## src/design/rtisd_pkg.sv

```systemverilog
// shared constants, types and codes of the record table
`timescale 1ns / 1ps
`default_nettype none

package rtisd_pkg;

    localparam int TABLE_DEPTH = 16;
    localparam int ADDR_W      = (TABLE_DEPTH > 1) ? $clog2(TABLE_DEPTH) : 1;
    localparam int CNT_W       = $clog2(TABLE_DEPTH + 1);
    localparam int KEY_W       = 64;
    localparam int REC_W       = 3 * KEY_W;
    localparam int OP_W        = 2;
    localparam int STATUS_W    = 3;
    localparam int IDX_W       = 4;

    typedef enum logic [OP_W-1:0] {
        OP_INSERT = 2'd0,
        OP_SEARCH = 2'd1,
        OP_DELETE = 2'd2,
        OP_PRINT  = 2'd3
    } t_op;

    typedef enum logic [STATUS_W-1:0] {
        ST_OK         = 3'd0,
        ST_INSERT_ERR = 3'd1,
        ST_SEARCH_ERR = 3'd2,
        ST_DELETE_ERR = 3'd3,
        ST_PRINT_ERR  = 3'd4
    } t_status;

    typedef struct packed {
        t_op              op;
        logic [KEY_W-1:0] first_key;
        logic [KEY_W-1:0] last_key;
        logic [KEY_W-1:0] phone_key;
    } t_cmd;

    typedef struct packed {
        logic valid;
        t_cmd cmd;
    } t_cmd_q;

    typedef struct packed {
        logic [CNT_W-1:0] count;
        logic             idle;
    } t_bk_mon;

endpackage

`default_nettype wire

```

## src/design/rtisd_in_if.sv

```systemverilog
// command channel: valid, ready and one command
`timescale 1ns / 1ps
`default_nettype none

interface rtisd_in_if;
    logic                              valid;
    logic                              ready;
    logic [rtisd_pkg::OP_W-1:0]        operation;
    logic [rtisd_pkg::KEY_W-1:0]       first_key;
    logic [rtisd_pkg::KEY_W-1:0]       last_key;
    logic [rtisd_pkg::KEY_W-1:0]       phone_key;

    modport source (
        output valid, operation, first_key, last_key, phone_key,
        input  ready
    );
    modport sink (
        input  valid, operation, first_key, last_key, phone_key,
        output ready
    );
endinterface

`default_nettype wire

```

## src/design/rtisd_out_if.sv

```systemverilog
// result channel: valid, ready and one result
`timescale 1ns / 1ps
`default_nettype none

interface rtisd_out_if;
    logic                              valid;
    logic                              ready;
    logic [rtisd_pkg::STATUS_W-1:0]    status;
    logic [rtisd_pkg::IDX_W-1:0]       entry_index;
    logic [rtisd_pkg::KEY_W-1:0]       out_first;
    logic [rtisd_pkg::KEY_W-1:0]       out_last;
    logic [rtisd_pkg::KEY_W-1:0]       out_phone;
    logic                              last_of_run;

    modport source (
        output valid, status, entry_index, out_first, out_last, out_phone, last_of_run,
        input  ready
    );
    modport sink (
        input  valid, status, entry_index, out_first, out_last, out_phone, last_of_run,
        output ready
    );
endinterface

`default_nettype wire

```

## src/design/rtisd_ram.sv

```systemverilog
// generic single write port, single registered read port ram
`timescale 1ns / 1ps
`default_nettype none

module rtisd_ram #(
    parameter int WIDTH = 8,
    parameter int DEPTH = 16
) (
    input  wire logic                                      i_clk,
    input  wire logic                                      i_wr_en,
    input  wire logic [$clog2(DEPTH > 1 ? DEPTH : 2)-1:0]  i_wr_addr,
    input  wire logic [WIDTH-1:0]                          i_wr_data,
    input  wire logic                                      i_rd_en,
    input  wire logic [$clog2(DEPTH > 1 ? DEPTH : 2)-1:0]  i_rd_addr,
    output logic      [WIDTH-1:0]                          o_rd_data
);

    logic [WIDTH-1:0] r_mem [DEPTH];

    always_ff @(posedge i_clk) begin
        if (i_wr_en) begin
            r_mem[i_wr_addr] <= i_wr_data;
        end
        if (i_rd_en) begin
            o_rd_data <= r_mem[i_rd_addr];
        end
    end

endmodule

`default_nettype wire

```

## src/design/rtisd_front.sv

```systemverilog
// front end: takes commands, decodes the operation, two-entry command queue
`timescale 1ns / 1ps
`default_nettype none

module rtisd_front (
    input  wire logic          i_clk,
    input  wire logic          i_rst_n,
    rtisd_in_if.sink           i_req,
    input  wire logic          i_pop,
    output rtisd_pkg::t_cmd_q  o_cmd
);

    localparam int QD = 2;
    localparam int PW = $clog2(QD);
    localparam int FW = $clog2(QD + 1);

    rtisd_pkg::t_cmd  r_q [QD];
    logic [PW-1:0]    r_wr;
    logic [PW-1:0]    r_rd;
    logic [FW-1:0]    r_fill;
    logic [FW-1:0]    n_fill;
    rtisd_pkg::t_cmd  in_cmd;
    logic             push;
    logic             pop;

    assign in_cmd.op        = rtisd_pkg::t_op'(i_req.operation);
    assign in_cmd.first_key = i_req.first_key;
    assign in_cmd.last_key  = i_req.last_key;
    assign in_cmd.phone_key = i_req.phone_key;

    assign i_req.ready = (r_fill != FW'(QD));
    assign push        = i_req.valid && i_req.ready;
    assign pop         = i_pop && (r_fill != '0);

    assign o_cmd.valid = (r_fill != '0);
    assign o_cmd.cmd   = r_q[r_rd];

    always_comb begin
        n_fill = r_fill;
        if (push && !pop) begin
            n_fill = r_fill + FW'(1);
        end else if (pop && !push) begin
            n_fill = r_fill - FW'(1);
        end
    end

    always_ff @(posedge i_clk) begin
        if (!i_rst_n) begin
            r_wr   <= '0;
            r_rd   <= '0;
            r_fill <= '0;
        end else begin
            r_fill <= n_fill;
            if (push) begin
                r_wr <= (r_wr == PW'(QD - 1)) ? '0 : r_wr + PW'(1);
            end
            if (pop) begin
                r_rd <= (r_rd == PW'(QD - 1)) ? '0 : r_rd + PW'(1);
            end
        end
    end

    always_ff @(posedge i_clk) begin
        if (push) begin
            r_q[r_wr] <= in_cmd;
        end
    end

endmodule

`default_nettype wire

```

## src/design/rtisd_back.sv

```systemverilog
// back end: table memory, scan, shift and print sequencer, result register
`timescale 1ns / 1ps
`default_nettype none

module rtisd_back (
    input  wire logic           i_clk,
    input  wire logic           i_rst_n,
    input  rtisd_pkg::t_cmd_q   i_cmd,
    output logic                o_pop,
    rtisd_out_if.source         o_rsp,
    output rtisd_pkg::t_bk_mon  o_mon
);

    localparam int AW = rtisd_pkg::ADDR_W;
    localparam int CW = rtisd_pkg::CNT_W;
    localparam int KW = rtisd_pkg::KEY_W;
    localparam int RW = rtisd_pkg::REC_W;

    typedef enum logic [4:0] {
        S_IDLE  = 5'b00001,
        S_SCAN  = 5'b00010,
        S_SHIFT = 5'b00100,
        S_PRINT = 5'b01000,
        S_REPLY = 5'b10000
    } t_state;

    t_state              r_state, n_state;
    logic [CW-1:0]       r_count, n_count;
    rtisd_pkg::t_cmd     r_cmd, n_cmd;
    logic [AW-1:0]       r_ptr, n_ptr;
    rtisd_pkg::t_status  r_rep_status, n_rep_status;
    logic [AW-1:0]       r_rep_idx, n_rep_idx;

    logic                r_out_valid;
    rtisd_pkg::t_status  r_out_status;
    logic [rtisd_pkg::IDX_W-1:0] r_out_idx;
    logic [RW-1:0]       r_out_rec;
    logic                r_out_last;

    logic                ld_out;
    rtisd_pkg::t_status  ld_status;
    logic [AW-1:0]       ld_idx;
    logic [RW-1:0]       ld_rec;
    logic                ld_last;

    logic                wr_en;
    logic [AW-1:0]       wr_addr;
    logic [RW-1:0]       wr_data;
    logic                rd_en;
    logic [AW-1:0]       rd_addr;
    logic [RW-1:0]       rd_data;

    logic                out_free;
    logic                hit;
    logic                more;
    logic                full;

    rtisd_ram #(
        .WIDTH (RW),
        .DEPTH (rtisd_pkg::TABLE_DEPTH)
    ) u_table (
        .i_clk     (i_clk),
        .i_wr_en   (wr_en),
        .i_wr_addr (wr_addr),
        .i_wr_data (wr_data),
        .i_rd_en   (rd_en),
        .i_rd_addr (rd_addr),
        .o_rd_data (rd_data)
    );

    assign out_free = !r_out_valid || o_rsp.ready;
    assign hit      = (rd_data == {r_cmd.first_key, r_cmd.last_key, r_cmd.phone_key});
    assign more     = ((CW'(r_ptr) + CW'(1)) < r_count);
    assign full     = (r_count == CW'(rtisd_pkg::TABLE_DEPTH));

    always_comb begin
        n_state      = r_state;
        n_count      = r_count;
        n_cmd        = r_cmd;
        n_ptr        = r_ptr;
        n_rep_status = r_rep_status;
        n_rep_idx    = r_rep_idx;
        o_pop        = 1'b0;
        wr_en        = 1'b0;
        wr_addr      = r_ptr;
        wr_data      = rd_data;
        rd_en        = 1'b0;
        rd_addr      = r_ptr;
        ld_out       = 1'b0;
        ld_status    = rtisd_pkg::ST_OK;
        ld_idx       = r_ptr;
        ld_rec       = rd_data;
        ld_last      = 1'b0;

        unique case (r_state)
            S_IDLE: begin
                if (i_cmd.valid) begin
                    o_pop     = 1'b1;
                    n_cmd     = i_cmd.cmd;
                    n_rep_idx = '0;
                    unique case (i_cmd.cmd.op)
                        rtisd_pkg::OP_INSERT: begin
                            if (full) begin
                                n_rep_status = rtisd_pkg::ST_INSERT_ERR;
                                n_state      = S_REPLY;
                            end else begin
                                wr_en   = 1'b1;
                                wr_addr = AW'(r_count);
                                wr_data = {i_cmd.cmd.first_key, i_cmd.cmd.last_key,
                                           i_cmd.cmd.phone_key};
                                n_count = r_count + CW'(1);
                            end
                        end
                        rtisd_pkg::OP_SEARCH, rtisd_pkg::OP_DELETE: begin
                            if (r_count == '0) begin
                                n_rep_status = (i_cmd.cmd.op == rtisd_pkg::OP_SEARCH) ?
                                               rtisd_pkg::ST_SEARCH_ERR :
                                               rtisd_pkg::ST_DELETE_ERR;
                                n_state      = S_REPLY;
                            end else begin
                                rd_en   = 1'b1;
                                rd_addr = AW'(r_count - CW'(1));
                                n_ptr   = AW'(r_count - CW'(1));
                                n_state = S_SCAN;
                            end
                        end
                        rtisd_pkg::OP_PRINT: begin
                            if (r_count == '0) begin
                                n_rep_status = rtisd_pkg::ST_PRINT_ERR;
                                n_state      = S_REPLY;
                            end else begin
                                rd_en   = 1'b1;
                                rd_addr = '0;
                                n_ptr   = '0;
                                n_state = S_PRINT;
                            end
                        end
                        default: n_state = S_IDLE;
                    endcase
                end
            end
            S_SCAN: begin
                // walk down from the newest entry, first hit is the highest
                if (hit) begin
                    if (r_cmd.op == rtisd_pkg::OP_SEARCH) begin
                        n_rep_status = rtisd_pkg::ST_OK;
                        n_rep_idx    = r_ptr;
                        n_state      = S_REPLY;
                    end else if (more) begin
                        rd_en   = 1'b1;
                        rd_addr = r_ptr + AW'(1);
                        n_ptr   = r_ptr + AW'(1);
                        n_state = S_SHIFT;
                    end else begin
                        n_count = r_count - CW'(1);
                        n_state = S_IDLE;
                    end
                end else if (r_ptr == '0) begin
                    n_rep_status = (r_cmd.op == rtisd_pkg::OP_SEARCH) ?
                                   rtisd_pkg::ST_SEARCH_ERR : rtisd_pkg::ST_DELETE_ERR;
                    n_rep_idx    = '0;
                    n_state      = S_REPLY;
                end else begin
                    rd_en   = 1'b1;
                    rd_addr = r_ptr - AW'(1);
                    n_ptr   = r_ptr - AW'(1);
                end
            end
            S_SHIFT: begin
                // entry at r_ptr is on the read port, move it one place down
                wr_en   = 1'b1;
                wr_addr = r_ptr - AW'(1);
                wr_data = rd_data;
                if (more) begin
                    rd_en   = 1'b1;
                    rd_addr = r_ptr + AW'(1);
                    n_ptr   = r_ptr + AW'(1);
                end else begin
                    n_count = r_count - CW'(1);
                    n_state = S_IDLE;
                end
            end
            S_PRINT: begin
                if (out_free) begin
                    ld_out    = 1'b1;
                    ld_status = rtisd_pkg::ST_OK;
                    ld_idx    = r_ptr;
                    ld_rec    = rd_data;
                    ld_last   = !more;
                    if (more) begin
                        rd_en   = 1'b1;
                        rd_addr = r_ptr + AW'(1);
                        n_ptr   = r_ptr + AW'(1);
                    end else begin
                        n_state = S_IDLE;
                    end
                end
            end
            S_REPLY: begin
                if (out_free) begin
                    ld_out    = 1'b1;
                    ld_status = r_rep_status;
                    ld_idx    = r_rep_idx;
                    ld_rec    = '0;
                    ld_last   = 1'b1;
                    n_state   = S_IDLE;
                end
            end
            default: n_state = S_IDLE;
        endcase
    end

    always_ff @(posedge i_clk) begin
        if (!i_rst_n) begin
            r_state     <= S_IDLE;
            r_count     <= '0;
            r_out_valid <= 1'b0;
        end else begin
            r_state <= n_state;
            r_count <= n_count;
            if (ld_out) begin
                r_out_valid <= 1'b1;
            end else if (o_rsp.ready) begin
                r_out_valid <= 1'b0;
            end
        end
    end

    always_ff @(posedge i_clk) begin
        r_cmd        <= n_cmd;
        r_ptr        <= n_ptr;
        r_rep_status <= n_rep_status;
        r_rep_idx    <= n_rep_idx;
        if (ld_out) begin
            r_out_status <= ld_status;
            r_out_idx    <= rtisd_pkg::IDX_W'(ld_idx);
            r_out_rec    <= ld_rec;
            r_out_last   <= ld_last;
        end
    end

    assign o_rsp.valid       = r_out_valid;
    assign o_rsp.status      = r_out_status;
    assign o_rsp.entry_index = r_out_idx;
    assign o_rsp.out_first   = r_out_rec[RW-1 -: KW];
    assign o_rsp.out_last    = r_out_rec[RW-KW-1 -: KW];
    assign o_rsp.out_phone   = r_out_rec[KW-1:0];
    assign o_rsp.last_of_run = r_out_last;

    assign o_mon.count = r_count;
    assign o_mon.idle  = (r_state == S_IDLE);

endmodule

`default_nettype wire

```

## src/design/record_table_insert_search_delete.sv

```systemverilog
// top level of the record table with insert, search, delete and print
// usage:
// commands enter on i_req (operation and three 64-bit keys), results leave on o_rsp.
// a transfer happens on a clock edge with valid and ready both high.
// a two-entry command queue sits in front of the sequencer, so i_req keeps
// taking commands while the sequencer works or o_rsp is stalled, until the queue is full.
// work per command in the sequencer:
//   insert: one table write; insert error: an error result
//   search: one entry compared per cycle from the newest down
//   delete: a compare pass from the newest down, then the entries above the hit shift down, one memory
//   read and write per cycle on the single table ram; a miss ends in an error result
//   print: one result per cycle when o_rsp is ready
// a command passes through the queue and the sequencer before its result reaches the output register.
// results are held in an output register; when o_rsp.ready is low the
// sequencer waits and nothing is lost.
// reset empties the table and the queue and drops any pending result;
// no clearing pass is needed, the table is available the cycle after reset.
`timescale 1ns / 1ps
`default_nettype none

module record_table_insert_search_delete (
    input  wire logic     i_clk,
    input  wire logic     i_rst_n,
    rtisd_in_if.sink      i_req,
    rtisd_out_if.source   o_rsp
);

    rtisd_pkg::t_cmd_q   cmd;
    logic                pop;
    rtisd_pkg::t_bk_mon  mon;

    rtisd_front u_front (
        .i_clk   (i_clk),
        .i_rst_n (i_rst_n),
        .i_req   (i_req),
        .i_pop   (pop),
        .o_cmd   (cmd)
    );

    rtisd_back u_back (
        .i_clk   (i_clk),
        .i_rst_n (i_rst_n),
        .i_cmd   (cmd),
        .o_pop   (pop),
        .o_rsp   (o_rsp),
        .o_mon   (mon)
    );

    a_count_range: assert property (@(posedge i_clk) disable iff (!i_rst_n)
        mon.count <= rtisd_pkg::CNT_W'(rtisd_pkg::TABLE_DEPTH))
        else $error("entry count beyond table depth");

    a_count_step: assert property (@(posedge i_clk) disable iff (!i_rst_n)
        (mon.count != $past(mon.count)) |->
        ((mon.count == $past(mon.count) + rtisd_pkg::CNT_W'(1)) ||
         (mon.count + rtisd_pkg::CNT_W'(1) == $past(mon.count))))
        else $error("entry count moved by more than one");

    a_shrink_busy: assert property (@(posedge i_clk) disable iff (!i_rst_n)
        (mon.count + rtisd_pkg::CNT_W'(1) == $past(mon.count)) |-> !$past(mon.idle))
        else $error("entry count dropped outside a delete");

    a_err_single: assert property (@(posedge i_clk) disable iff (!i_rst_n)
        (o_rsp.valid && (o_rsp.status != rtisd_pkg::ST_OK)) |->
        (o_rsp.last_of_run && (o_rsp.entry_index == '0) && (o_rsp.out_first == '0)))
        else $error("error result not a lone zero result");

    a_run_ok: assert property (@(posedge i_clk) disable iff (!i_rst_n)
        (o_rsp.valid && !o_rsp.last_of_run) |-> (o_rsp.status == rtisd_pkg::ST_OK))
        else $error("non-final result carries an error");

endmodule

`default_nettype wire

```

## src/flat_wrapper.sv

```systemverilog
// flat-port wrapper written by rule: the top's interface ports become plain ports
module record_table_insert_search_delete_flat 
  (i_clk, i_rst_n, i_req_valid, i_req_operation, i_req_first_key, i_req_last_key, i_req_phone_key, i_req_ready, o_rsp_valid, o_rsp_status, o_rsp_entry_index, o_rsp_out_first, o_rsp_out_last, o_rsp_out_phone, o_rsp_last_of_run, o_rsp_ready);
  rtisd_in_if i_req_i ();
  rtisd_out_if o_rsp_i ();
  input  wire logic i_clk;
  input  wire logic i_rst_n;
  input wire logic [$bits(i_req_i.valid)-1:0] i_req_valid;
  input wire logic [$bits(i_req_i.operation)-1:0] i_req_operation;
  input wire logic [$bits(i_req_i.first_key)-1:0] i_req_first_key;
  input wire logic [$bits(i_req_i.last_key)-1:0] i_req_last_key;
  input wire logic [$bits(i_req_i.phone_key)-1:0] i_req_phone_key;
  output wire logic [$bits(i_req_i.ready)-1:0] i_req_ready;
  output wire logic [$bits(o_rsp_i.valid)-1:0] o_rsp_valid;
  output wire logic [$bits(o_rsp_i.status)-1:0] o_rsp_status;
  output wire logic [$bits(o_rsp_i.entry_index)-1:0] o_rsp_entry_index;
  output wire logic [$bits(o_rsp_i.out_first)-1:0] o_rsp_out_first;
  output wire logic [$bits(o_rsp_i.out_last)-1:0] o_rsp_out_last;
  output wire logic [$bits(o_rsp_i.out_phone)-1:0] o_rsp_out_phone;
  output wire logic [$bits(o_rsp_i.last_of_run)-1:0] o_rsp_last_of_run;
  input wire logic [$bits(o_rsp_i.ready)-1:0] o_rsp_ready;
  assign i_req_i.valid = i_req_valid;
  assign i_req_i.operation = i_req_operation;
  assign i_req_i.first_key = i_req_first_key;
  assign i_req_i.last_key = i_req_last_key;
  assign i_req_i.phone_key = i_req_phone_key;
  assign i_req_ready = i_req_i.ready;
  assign o_rsp_valid = o_rsp_i.valid;
  assign o_rsp_status = o_rsp_i.status;
  assign o_rsp_entry_index = o_rsp_i.entry_index;
  assign o_rsp_out_first = o_rsp_i.out_first;
  assign o_rsp_out_last = o_rsp_i.out_last;
  assign o_rsp_out_phone = o_rsp_i.out_phone;
  assign o_rsp_last_of_run = o_rsp_i.last_of_run;
  assign o_rsp_i.ready = o_rsp_ready;
  record_table_insert_search_delete u_core (.i_clk(i_clk), .i_rst_n(i_rst_n), .i_req(i_req_i), .o_rsp(o_rsp_i));
endmodule
```

## config.mk

```make
export PLATFORM = sky130hd
export DESIGN_NAME = record_table_insert_search_delete_flat
export DESIGN_NICKNAME = d
export VERILOG_FILES = /design/src/design/rtisd_pkg.sv /design/src/design/rtisd_in_if.sv /design/src/design/rtisd_out_if.sv /design/src/design/rtisd_ram.sv /design/src/design/rtisd_front.sv /design/src/design/rtisd_back.sv /design/src/design/record_table_insert_search_delete.sv /design/src/flat_wrapper.sv
export SDC_FILE = /design/constraint.sdc
export NUM_CORES = 2
export LEC_CHECK = 0
export BUFFER_PORTS_ARGS = -buffer_cell sky130_fd_sc_hd__buf_2
export CORE_MARGIN = 2
export CORE_UTILIZATION = 57
export CTS_BUF_LIST = sky130_fd_sc_hd__clkbuf_8 sky130_fd_sc_hd__clkbuf_16
export CTS_CLUSTER_DIAMETER = 60
export DETAILED_ROUTE_END_ITERATION = 8
export PLACE_DENSITY_LB_ADDON = 0.1
export SLEW_MARGIN = 20
export SYNTH_ARGS = -nofsm -noshare
export SYNTH_HDL_FRONTEND = slang
export SYNTH_HIERARCHICAL = 1
export SYNTH_SLANG_ARGS = --single-unit
```

## constraint.sdc

```tcl
create_clock -name i_clk -period 31.1 [get_ports i_clk]
set_input_delay 6.22 -clock i_clk [delete_from_list [all_inputs] [get_ports i_clk]]
set_output_delay 6.22 -clock i_clk [all_outputs]
set_load 0.01 [all_outputs]
```

==> flow_summary.rst <==
.. list-table::
   :header-rows: 1

   * - Metric
     - Value
   * - Status
     - completed
   * - Clk_skew
     - around 0.078 ns
   * - Cells after Synth
     - about 7000
   * - Endpoint of the worst hold-timing path
     - u_core/u_back/r_count[3]
   * - Number of CTS-inserted buffers
     - 408
   * - Leakage power figure
     - 55.72 nW
   * - Number of maximum-capacitance constraint violations
     - 0
   * - Unique masters post-synth
     - 63
   * - Worst path most repeated cell
     - sky130_fd_sc_hd__buf_4
   * - Post-DP Area
     - 0.1615 sq mm
   * - Comb power frac
     - 0.248
   * - CP Max Fanout
     - 48
   * - Power density cells
     - 88.87 mW/mm^2
   * - Post-synth top area cell
     - sky130_fd_sc_hd__edfxtp_1
   * - Critical register-to-register path startpoint
     - u_core/u_back/u_table/o_rd_data[102]
   * - Gr ovfl total
     - 0
   * - Post-cts gate resize count
     - 0
   * - HP Class
     - flip-flop to flip-flop
   * - Crit path DAT
     - 12.24 ns
   * - Final TNS setup
     - 0 ns
   * - Post-route non-filler standard cell count
     - roughly 12000
   * - Pin count of the biggest net entering global routing
     - about 150
   * - Final instance area
     - 0.1749 sq mm
   * - Final core utilization
     - 0.6466
   * - Number of buffers on the longest clock path
     - 4
   * - Pre-CTS setup slack
     - 18.40 ns
   * - Worst hold path stage count
     - 2
   * - Fraction of layout cells with a size suffix above 1
     - 0.2920
   * - Rel. slew slack
     - 0.1224
   * - Number of global-route vias before repair
     - 75130
   * - Setup slack, reg-to-reg
     - 21.81 ns
   * - Half-perimeter wire length after detailed placement
     - 223.5 mm
   * - Largest delay contributor family on the critical path
     - buffers and inverters
   * - Io pins
     - 400
   * - Area share of the largest cell type after synthesis
     - 0.7855
   * - Detailed-route via count
     - between 70000 and 80000
   * - Floorplan die area
     - 0.2760 sq mm
   * - Part of the power in the clock network
     - 0.313
   * - Detailed-router iteration count before antenna repair
     - 6
   * - Psw
     - roughly 4.7 mW
   * - Clock Sinks
     - between 4000 and 5000
   * - Most frequently used flop master after synthesis
     - sky130_fd_sc_hd__edfxtp_1
   * - Routed len/inst
     - 35.54 microns
   * - H-tree Lvls
     - 5
   * - Synthesis Warnings
     - 6
   * - Fmax
     - 0.08656 GHz
   * - Setup CP Type
     - primary input to flip-flop
   * - Slowest cell on the critical path
     - sky130_fd_sc_hd__buf_4
   * - List of most frequent post-synthesis cells
     - sky130_fd_sc_hd__edfxtp_1 (4053), sky130_fd_sc_hd__mux4_2 (717), sky130_fd_sc_hd__a22oi_1 (332), sky130_fd_sc_hd__mux2_2 (230), sky130_fd_sc_hd__and2_1 (201)
   * - Number of port buffers
     - 399
   * - Number of nets in the layout
     - slightly below 8000
   * - Peak ir drop on the vdd network
     - between 0.00009 and 0.0001 V
   * - Final period demand of the worst path
     - 11.55 ns
   * - Fraction of power consumed by sequential logic
     - 0.439
   * - Mean cell area of the mapped netlist
     - 22.22 sq um
   * - Signed area change from the synthesized netlist to the final layout
     - 12.88%
   * - Worst hold slack
     - ~0.55 ns
   * - Most repeated cell in the gate-level netlist after synthesis
     - sky130_fd_sc_hd__edfxtp_1
   * - Data required time at the worst endpoint
     - 31.79 ns
   * - Setup Viol. Count Final
     - 0
   * - Post-route ant nets
     - 0
   * - Number of gates on the worst path with buffers counted
     - 14
   * - Number of buffers inserted for hold repair after clock tree synthesis
     - 0
   * - Via-to-Cell Ratio
     - approximately 6.6
   * - Share of total power consumed by net switching
     - 0.3018
   * - Max-slew violation total from the final report
     - 0
   * - Core area
     - between 0.2 and 0.3 sq mm
   * - CTS tree
     - yes
   * - Worst-case setup margin in the final layout
     - 19.55 ns
   * - First-pass GRT wire length
     - between 500 and 600 mm
   * - Final wirelength
     - a little over 400 mm
   * - Starting density of the core
     - 0.5728
   * - Core Rows
     - 191
   * - Remaining design rule violation count
     - 0
   * - Chip Height
     - roughly 530 microns
   * - Cell Area, Synth
     - 0.1550 sq mm
   * - RSZ-0062 raised after global routing
     - no
   * - Post-layout power
     - roughly 16 mW
   * - Violation count after the first detailed-route iteration
     - approximately 11000
   * - Critical Path Start
     - o_rsp_ready
   * - Worst reg2reg path depth
     - 16
   * - Start point of the worst min-delay path
     - u_core/u_back/r_count[3]
   * - Die Span X
     - 525.4 microns
   * - Number of antenna violations at the first check in global routing
     - 19
   * - Setup repair bufs after CTS
     - 0
   * - Clock slew seen by the registers of the worst setup and hold paths
     - roughly 0.060 ns
   * - Reg-to-reg endpoint
     - u_core/u_back/u_table/o_rd_data[33]
   * - Tcrit/Tclk final
     - 0.3715
   * - Cells after DPL
     - 10760
   * - Cell-by-cell listing of the critical path
     - buf_2 -> nand2b_1 -> o21ai_0 -> a21bo_2 -> nor2_1 -> o211ai_1 -> a22o_4 -> buf_4 -> buf_4 -> buf_4 -> buf_4 -> mux4_2 -> a22oi_1 -> nand2_1
   * - Total Routing Usage GR
     - 0.2953
   * - Number of flops mapped to enable cells by yosys
     - 4053
   * - Buffers plus inverters on the worst setup path
     - 5
   * - Clock insertion delay at the later pin of the skew report
     - 0.98 ns
   * - Syn Nets
     - 7184
   * - Sequential cell area fraction in the yosys report
     - 0.7880
   * - Cell-internal power
     - 10.85 mW
   * - Seq cells post-synth
     - slightly above 4000
   * - Worst Max-Slew Pin Slew
     - 1.316 ns
   * - Post-synth ARST share
     - 0
   * - Slowest Stage Delay on Critical Path
     - 0.88 ns
   * - Fill cell count
     - 17780
   * - Number of failing hold endpoints at the final stage
     - 0
   * - Cells taking the most area after synthesis
     - sky130_fd_sc_hd__edfxtp_1 (79%), sky130_fd_sc_hd__mux4_2 (10%), sky130_fd_sc_hd__mux2_2 (1.7%)
   * - Final weighted congestion in routability-driven placement
     - 0.8260
   * - Clock Tree Root
     - sky130_fd_sc_hd__clkbuf_16
   * - Element type at the critical path start
     - primary input
   * - Sort of element at the end of the critical path
     - flip-flop
==> power groups by stage <==
stage	registers [mW]	clock network, mW	logic [mW]
2_1_floorplan	7.02	0	2.43
3_3_place_gp	6.94	0	3.80
3_5_place_dp	6.95	0	3.85
4_1_cts	6.83	4.92	3.86
5_1_grt	6.85	5.13	4.06
6_report	6.83	4.86	3.85
==> worst reg2reg max path, stage by stage, from the launching register on <==
cell and delay, ns:
sky130_fd_sc_hd__edfxtp_1 0.43, sky130_fd_sc_hd__xor2_1 0.34, sky130_fd_sc_hd__nor4_1 1.01, sky130_fd_sc_hd__nand4_1 0.26, sky130_fd_sc_hd__nor4_1 0.84, sky130_fd_sc_hd__nand4_1 0.25
sky130_fd_sc_hd__buf_4 0.28, sky130_fd_sc_hd__mux2i_1 0.36, sky130_fd_sc_hd__a211o_1 0.19, sky130_fd_sc_hd__a22o_4 0.54, sky130_fd_sc_hd__buf_4 0.87, sky130_fd_sc_hd__buf_4 0.94
sky130_fd_sc_hd__buf_4 0.91, sky130_fd_sc_hd__buf_4 0.88, sky130_fd_sc_hd__mux4_2 0.64, sky130_fd_sc_hd__a22oi_1 0.23, sky130_fd_sc_hd__nand2_1 0.09
==> kinds of logic (layout without fill, tap and decap cells) <==
family,Yosys count,count (layout),share of synthesized area
DFF,4073,4073,0.7880
other,0,9,0
xor gates and xnor gates,199,199,0.01125
AOI/OAI and AO/OA,516,516,0.02396
adders and majority gates,13,13,0.001050
buffers and inverters,367,1349,0.01176
muxes,1232,1232,0.1445
and+or+nand+nor,573,573,0.01944
==> sequential cells by signal, summed over array words and instances, names as in the netlist, 5 cells and up, named ones only <==
signal                           count
u_core/u_back/r_out_rec            192
u_core/u_back/u_table/r_mem       3072
u_core/u_back/r_count                5
u_core/u_front/r_q                 388
u_core/u_back/u_table/o_rd_data    192
u_core/u_back/r_cmd                194
u_core/u_back/r_state                5
==> placed cells by master, fill, tap and decap left out, drive strengths merged, types with 5 or more instances in the layout <==
master	instances
a211oi	31
a21oi	50
a22oi	332
and2	201
and3	5
buf	564
bufinv	43
clkbuf	413
clkinv	191
clkinvlp	13
dfxtp	20
diode	9
edfxtp	4053
ha	13
inv	125
mux2	390
mux2i	125
mux4	717
nand2	192
nand2b	7
nand3	12
nand3b	6
nand4	19
nor2	38
nor2b	17
nor3	16
nor4	46
o211ai	26
o21a	5
o21ai	17
o22ai	29
o31ai	5
xnor2	28
xor2	171
==> area by class of cell <==
type                    count  area [sq um]  share of cell area
clock inverters           346          2993             0.01711
repair buffers            564          3492             0.01996
multi-input cells        2533         31400              0.1795
diodes                      9         22.52           0.0001288
inverters                  26         105.1           0.0006009
flip-flops and latches   4073        122100              0.6981
well taps                3570          4467             0.02554
clock buffers             413         10320             0.05902
==> routing by layer <==
layer / global-route usage / share of wire
met1: 0.4443 / 0.41
met5: 0 / 0.000017
met2: 0.4568 / 0.47
met3: 0.04367 / 0.093
met4: 0.08566 / 0.029
==> how the worst max path moves through the flow <==
stage	to	slack [ns]
2_1_floorplan	u_core/u_back/u_table/r_mem[0][0]	14.15
3_3_place_gp	u_core/u_back/u_table/o_rd_data[38]	18.46
3_5_place_dp	u_core/u_back/u_table/o_rd_data[33]	18.40
4_1_cts	u_core/u_back/u_table/o_rd_data[33]	19.42
5_1_grt	u_core/u_back/u_table/o_rd_data[33]	18.93
6_report	u_core/u_back/u_table/o_rd_data[33]	19.55
(Power assumes the default switching activity.)
